## src/rtl/spq_pkg.sv

```systemverilog
package spq_pkg;

	// Default number of cells, one stored job in each.
	localparam int unsigned DEPTH_DEF = 16;

	// Width of the occupancy field in a result.
	localparam int unsigned OCC_W = 5;

	typedef enum logic {
		OP_INSERT = 1'b0,
		OP_POP    = 1'b1
	} opcode_t;

	typedef enum logic [1:0] {
		ST_OK    = 2'd0,
		ST_FULL  = 2'd1,
		ST_EMPTY = 2'd2
	} status_t;

	// One stored job.
	typedef struct packed {
		logic [15:0] job_id;
		logic [7:0]  prio;
		logic [31:0] payload;
	} entry_t;

	typedef struct packed {
		opcode_t     opcode;
		logic [15:0] job_id;
		logic [7:0]  priority_req;
		logic [31:0] payload;
	} in_item_t;

	typedef struct packed {
		status_t        status;
		logic [15:0]    out_job_id;
		logic [7:0]     out_priority;
		logic [31:0]    out_payload;
		logic [OCC_W-1:0] occupancy;
	} out_item_t;

	// Control shared by every cell of the chain in one cycle.
	typedef struct packed {
		logic   ins_en;
		logic   pop_en;
		entry_t new_entry;
	} cell_ctrl_t;

endpackage

```

## src/rtl/spq_cell.sv

```systemverilog
module spq_cell (
	input  logic               clk,
	input  spq_pkg::cell_ctrl_t ctrl,
	input  logic               occupied,
	input  logic               left_ge,
	input  spq_pkg::entry_t    left_entry,
	input  spq_pkg::entry_t    right_entry,
	output spq_pkg::entry_t    entry,
	output logic               ge
);
	import spq_pkg::*;

	entry_t entry_q;

	// This cell keeps its job on an insert when it holds a job at least as urgent.
	assign ge    = occupied && (entry_q.prio >= ctrl.new_entry.prio);
	assign entry = entry_q;

	always_ff @(posedge clk) begin
		if (ctrl.pop_en) begin
			entry_q <= right_entry;
		end else if (ctrl.ins_en && !ge) begin
			// The first cell that does not keep its job takes the new one; the rest shift down.
			if (left_ge) begin
				entry_q <= ctrl.new_entry;
			end else begin
				entry_q <= left_entry;
			end
		end
	end

endmodule

```

## src/rtl/stable_priority_queue_top.sv

```systemverilog
// Bounded priority queue with first-in first-out order among equal priorities. A command
// (insert or pop) is transferred at a rising edge where start is high and busy is low; busy
// never rises, so one command can be transferred in every cycle. Each command gives exactly
// one result, shown on result with done high for the single cycle that follows the transfer;
// the receiver cannot stall it and must take it in that cycle. The queue is a chain of DEPTH
// cells kept in order with the most urgent job in cell 0: every cell compares its own
// priority with the incoming one in parallel, and the whole chain shifts by one place in the
// same cycle, so the rate is set by that single compare and shift. An insert into a full
// queue is dropped with status full, a pop from an empty queue returns status empty, and
// the job fields of a result are zero unless a pop succeeded. Occupancy reports the low
// bits of the job count after the command.
module stable_priority_queue_top #(
	parameter int unsigned DEPTH = spq_pkg::DEPTH_DEF
) (
	input  logic               clk,
	input  logic               arst_n,
	input  logic               start,
	output logic               busy,
	input  spq_pkg::in_item_t  cmd,
	output logic               done,
	output spq_pkg::out_item_t result
);
	import spq_pkg::*;

	localparam int unsigned CNT_W = $clog2(DEPTH + 1);

	logic             accept;
	logic             is_ins;
	logic             is_pop;
	logic             full;
	logic             empty;
	logic [CNT_W-1:0] count_q;
	logic [CNT_W-1:0] count_next;
	cell_ctrl_t       ctrl;
	entry_t           cell_entry [DEPTH];
	logic [DEPTH-1:0] cell_ge;
	logic             done_q;
	out_item_t        result_q;
	out_item_t        result_next;

	// Every command updates the queue at the edge that transfers it, so busy stays low.
	assign busy   = 1'b0;
	assign accept = start && !busy;
	assign is_ins = accept && (cmd.opcode == OP_INSERT);
	assign is_pop = accept && (cmd.opcode == OP_POP);
	assign full   = (count_q == CNT_W'(DEPTH));
	assign empty  = (count_q == '0);

	assign ctrl.ins_en              = is_ins && !full;
	assign ctrl.pop_en              = is_pop && !empty;
	assign ctrl.new_entry.job_id    = cmd.job_id;
	assign ctrl.new_entry.prio      = cmd.priority_req;
	assign ctrl.new_entry.payload   = cmd.payload;

	// The chain of cells; cell 0 is the head. A virtual cell ahead of the head always
	// counts as more urgent, and the last cell refills from itself on a pop.
	for (genvar i = 0; i < DEPTH; i++) begin : g_cell
		logic   left_ge;
		entry_t left_entry;
		entry_t right_entry;

		if (i == 0) begin : g_head
			assign left_ge    = 1'b1;
			assign left_entry = ctrl.new_entry;
		end else begin : g_body
			assign left_ge    = cell_ge[i-1];
			assign left_entry = cell_entry[i-1];
		end

		if (i == DEPTH - 1) begin : g_tail
			assign right_entry = cell_entry[i];
		end else begin : g_inner
			assign right_entry = cell_entry[i+1];
		end

		spq_cell u_cell (
			.clk         (clk),
			.ctrl        (ctrl),
			.occupied    (count_q > CNT_W'(i)),
			.left_ge     (left_ge),
			.left_entry  (left_entry),
			.right_entry (right_entry),
			.entry       (cell_entry[i]),
			.ge          (cell_ge[i])
		);
	end

	always_comb begin
		count_next = count_q;
		if (ctrl.ins_en) begin
			count_next = count_q + CNT_W'(1);
		end else if (ctrl.pop_en) begin
			count_next = count_q - CNT_W'(1);
		end
	end

	always_comb begin
		result_next              = '0;
		result_next.status       = ST_OK;
		result_next.occupancy    = OCC_W'(count_next);
		if (is_ins && full) begin
			result_next.status = ST_FULL;
		end else if (is_pop && empty) begin
			result_next.status = ST_EMPTY;
		end else if (ctrl.pop_en) begin
			result_next.out_job_id   = cell_entry[0].job_id;
			result_next.out_priority = cell_entry[0].prio;
			result_next.out_payload  = cell_entry[0].payload;
		end
	end

	always_ff @(posedge clk or negedge arst_n) begin
		if (!arst_n) begin
			count_q <= '0;
			done_q  <= 1'b0;
		end else begin
			count_q <= count_next;
			done_q  <= accept;
		end
	end

	// The result word needs no reset; done qualifies it.
	always_ff @(posedge clk) begin
		if (accept) begin
			result_q <= result_next;
		end
	end

	assign done   = done_q;
	assign result = result_q;

	// The job count never passes the number of cells.
	assert property (@(posedge clk) disable iff (!arst_n) count_q <= CNT_W'(DEPTH))
		else $error("job count above depth");

	// A full status is reported only while the chain stays full.
	assert property (@(posedge clk) disable iff (!arst_n)
		done_q && (result_q.status == ST_FULL) |-> count_q == CNT_W'(DEPTH))
		else $error("full status with free cells");

	// A pop from an empty queue reports empty and zero occupancy.
	assert property (@(posedge clk) disable iff (!arst_n)
		is_pop && empty |=> done_q && (result_q.status == ST_EMPTY)
		&& (result_q.occupancy == '0))
		else $error("empty pop not reported");

	// The two cells at the head stay in priority order.
	assert property (@(posedge clk) disable iff (!arst_n)
		count_q >= CNT_W'(2) |-> cell_entry[0].prio >= cell_entry[1].prio)
		else $error("head cells out of order");

	// A successful pop returns the priority of the job that sat at the head.
	assert property (@(posedge clk) disable iff (!arst_n)
		ctrl.pop_en |=> result_q.out_priority == $past(cell_entry[0].prio))
		else $error("popped priority differs from head");

endmodule
```

## config.mk

```make
export PLATFORM = sky130hd
export DESIGN_NAME = stable_priority_queue_top
export DESIGN_NICKNAME = d
export VERILOG_FILES = /design/src/rtl/spq_pkg.sv /design/src/rtl/spq_cell.sv /design/src/rtl/stable_priority_queue_top.sv
export SDC_FILE = /design/constraint.sdc
export NUM_CORES = 2
export LEC_CHECK = 0
export ABC_AREA = 1
export BUFFER_PORTS_ARGS = -buffer_cell sky130_fd_sc_hd__buf_4
export CORE_ASPECT_RATIO = 0.75
export CORE_MARGIN = 10
export CORE_UTILIZATION = 59
export DETAILED_ROUTE_END_ITERATION = 6
export MAX_ROUTING_LAYER = met4
export PLACE_DENSITY = 0.76
export REMOVE_ABC_BUFFERS = 1
export SYNTH_ARGS = -nofsm -noshare
export SYNTH_HDL_FRONTEND = slang
export SYNTH_HIERARCHICAL = 1
export SYNTH_SLANG_ARGS = --single-unit
export TNS_END_PERCENT = 50
```

## constraint.sdc

```tcl
create_clock -name clk -period 11.9 [get_ports clk]
set_clock_uncertainty 0.2 [all_clocks]
set_input_delay 1.19 -clock clk [delete_from_list [all_inputs] [get_ports clk]]
set_output_delay 1.19 -clock clk [all_outputs]
set_load 0.01 [all_outputs]
```

==> reports/summary.txt <==
Slew headroom -> 15.0%
Commonest non-fill, non-tap cells in the layout -> a21oi_2 (1280), nand2_1 (1092), nor2_1 (1013)
Hold-fix buffers, CTS -> 0
CP Class -> in2reg
Mapped Cells -> 5811
Commonest non-fill, non-tap cell in the layout -> a21oi_2
Status -> complete, no violations
Yosys warnings -> 6
TritonCTS clock tree -> yes
Layout cell share with drive strength beyond 1 -> 29.0%
Die ar. -> 111000 sq um
Reg2reg end -> g_cell[9].u_cell/entry[7]
Reg2Reg Setup Slack -> 6.34 ns
GRT Total Usage -> 26.7%
CP peak stage delay -> 0.97 ns
Static leakage -> 23.1 nW
Final min period -> 5.57 ns
Max VDD drop -> 0.163 mV
Layout Utilization -> 62.0%
Pwr dens -> 270 nW/um^2
I/O pin cnt -> 125
Largest net degree at the start of global routing -> 182
Drt first pass iters -> 5
Post-CTS sizing -> 0
Number of nets with antenna violations after routing -> 0
Row cnt -> 99
IO buf count -> 123
Initial Utilization -> 59.5%
Crit. End Element -> flop
Hpwl dp -> 98100 microns
Reg2reg start -> count_q[0]
Htree depth -> 3
CP Data Required Time -> 12.21 ns
Final Max Slew Viols -> 0
Drt via density -> 6.07
Synthesized area per cell -> 9.97 sq um
Fmax -> 179 MHz
First DRT Iteration DRCs -> 5575
CP Launch Type -> input pin
Final setup fails -> 0
Sink Count -> 965
Layout Nets -> 5897
Total setup buffers inserted after CTS -> 0
FILL cells -> 7947
Total wire length -> 151000 microns
Max clock buf depth -> 3
Worst skew pair latency -> 0.68 ns
Drc violations -> 0
Core ar. -> 97400 sq um
Worst Tran Pin Value -> 1.28 ns
Die X -> 382 microns
Via count -> 43200
Total CTS buffers -> 100
Final Cycle Share -> 46.8%
Routability congestion estimate -> 0.853
Buffers and inverters on the worst path -> 6
First-pass GRT wire length -> 237000 microns
Post-Syn Area -> 58000 sq um
Largest delay contributor family on the critical path -> buffers and inverters
Clock Pin Slew Worst Setup and Hold Paths -> 0.06 ns
Final setup TNS -> 0 ns
Most frequent CP cell -> buf_4
Die H -> 291 microns
Root Driver -> clkbuf_16
Critical-path cell list -> buf_4 -> nand2_1 -> inv_1 -> nand2_4 -> inv_8 -> buf_4 -> buf_12 -> buf_4 -> a21oi_1 -> a21oi_1
Residual overflow from global routing -> 0
Number of global-route vias before repair -> 40500
Worst Path Arrival -> 5.88 ns
Layout area overhead -> 4.08%
Wire per inst -> 21.2 microns
Reg2Reg Depth -> 10
Unrepaired setup endpoints after global routing -> false
Slowest stage cell, crit path -> buf_4
Maxcap violations -> 0
Antenna violations before repair -> 7
Worst Hold Class -> in2async
Worst-path fanout max -> 181
Fin. Hold Viols -> 0
[area by class of cell]
class | instances | area, sq um | share of cell area [%]
Inverter | 299 | 1130 | 1.87
Timing Repair Buffer | 182 | 1390 | 2.31
Sequential cell | 965 | 28900 | 48.0
Antenna cell | 7 | 17.5 | 0.0290
Tap cell | 1313 | 1640 | 2.72
Clock inverter | 62 | 460 | 0.763
Multi-Input combinational cell | 4155 | 24100 | 40.0
Clock buffer | 124 | 2610 | 4.33
[metal layers]
metal / global-route usage [%] / up-vias / share of wire (%) / wire length, microns
met2: 36.8 / 2539 / 42 / 63000
met5: - / - / 0 / 0
met1: 41.2 / 20700 / 45 / 68000
met3: 4.04 / 193 / 12 / 17600
li1: - / 19700 / - / -
met4: 5.35 / 0 / 1.7 / 2500
[state kept, by name, summed over array words and instances (netlist names)]
register	count
g_cell.u_cell/entry	896
result	63
count_q	5
done	1
[worst reg2reg max path: stages, from the launching register on]
cell and delay, ns:
dfrtp_1 0.43, inv_1 0.16, ha_1 0.29, nand3_4 0.15, nand2_4 0.38, inv_8 0.72, buf_4 0.75, buf_12 0.75
buf_4 1.27, a21oi_1 0.12, a21oi_1 0.20
[worst max path at each step]
stage / from / endpoint / slack, ns / cells after the start
floorplan: cmd[56] / g_cell[0].u_cell/entry[0] / -22.92 / 6
global placement: start / g_cell[10].u_cell/entry[4] / 5.84 / 10
detailed placement: start / g_cell[7].u_cell/entry[1] / 5.70 / 10
CTS: count_q[0] / g_cell[9].u_cell/entry[7] / 6.40 / 10
global route: count_q[0] / g_cell[6].u_cell/entry[4] / 6.04 / 10
finish: start / g_cell[9].u_cell/entry[7] / 6.33 / 10
[stage by stage]
step                setup slack, ns  hold slack (ns)  cells  instance area [sq um]  total power, mW
global placement               5.84            0.370   6914                  57200             12.9
detailed placement             5.70            0.365   6914                  57200             13.2
global route                   6.04            0.111   7107                  60300             17.2
floorplan                    -22.92            0.345   5419                  54100             12.8
CTS                            6.40           0.0947   7100                  60300             16.2
finish                         6.33            0.127   7107                  60300             16.3
[where the power goes]
| part | switching [mW] | internal (mW) | total, mW | leakage (nW) |
|---|---|---|---|---|
| clock network | 1.36 | 1.67 | 3.03 | 1.51 |
| registers | 0.823 | 5.75 | 6.58 | 9.27 |
| logic | 4.40 | 2.29 | 6.68 | 12.3 |
| total | 6.58 | 9.71 | 16.3 | 23.1 |
Power figures use the tool's default switching activity.
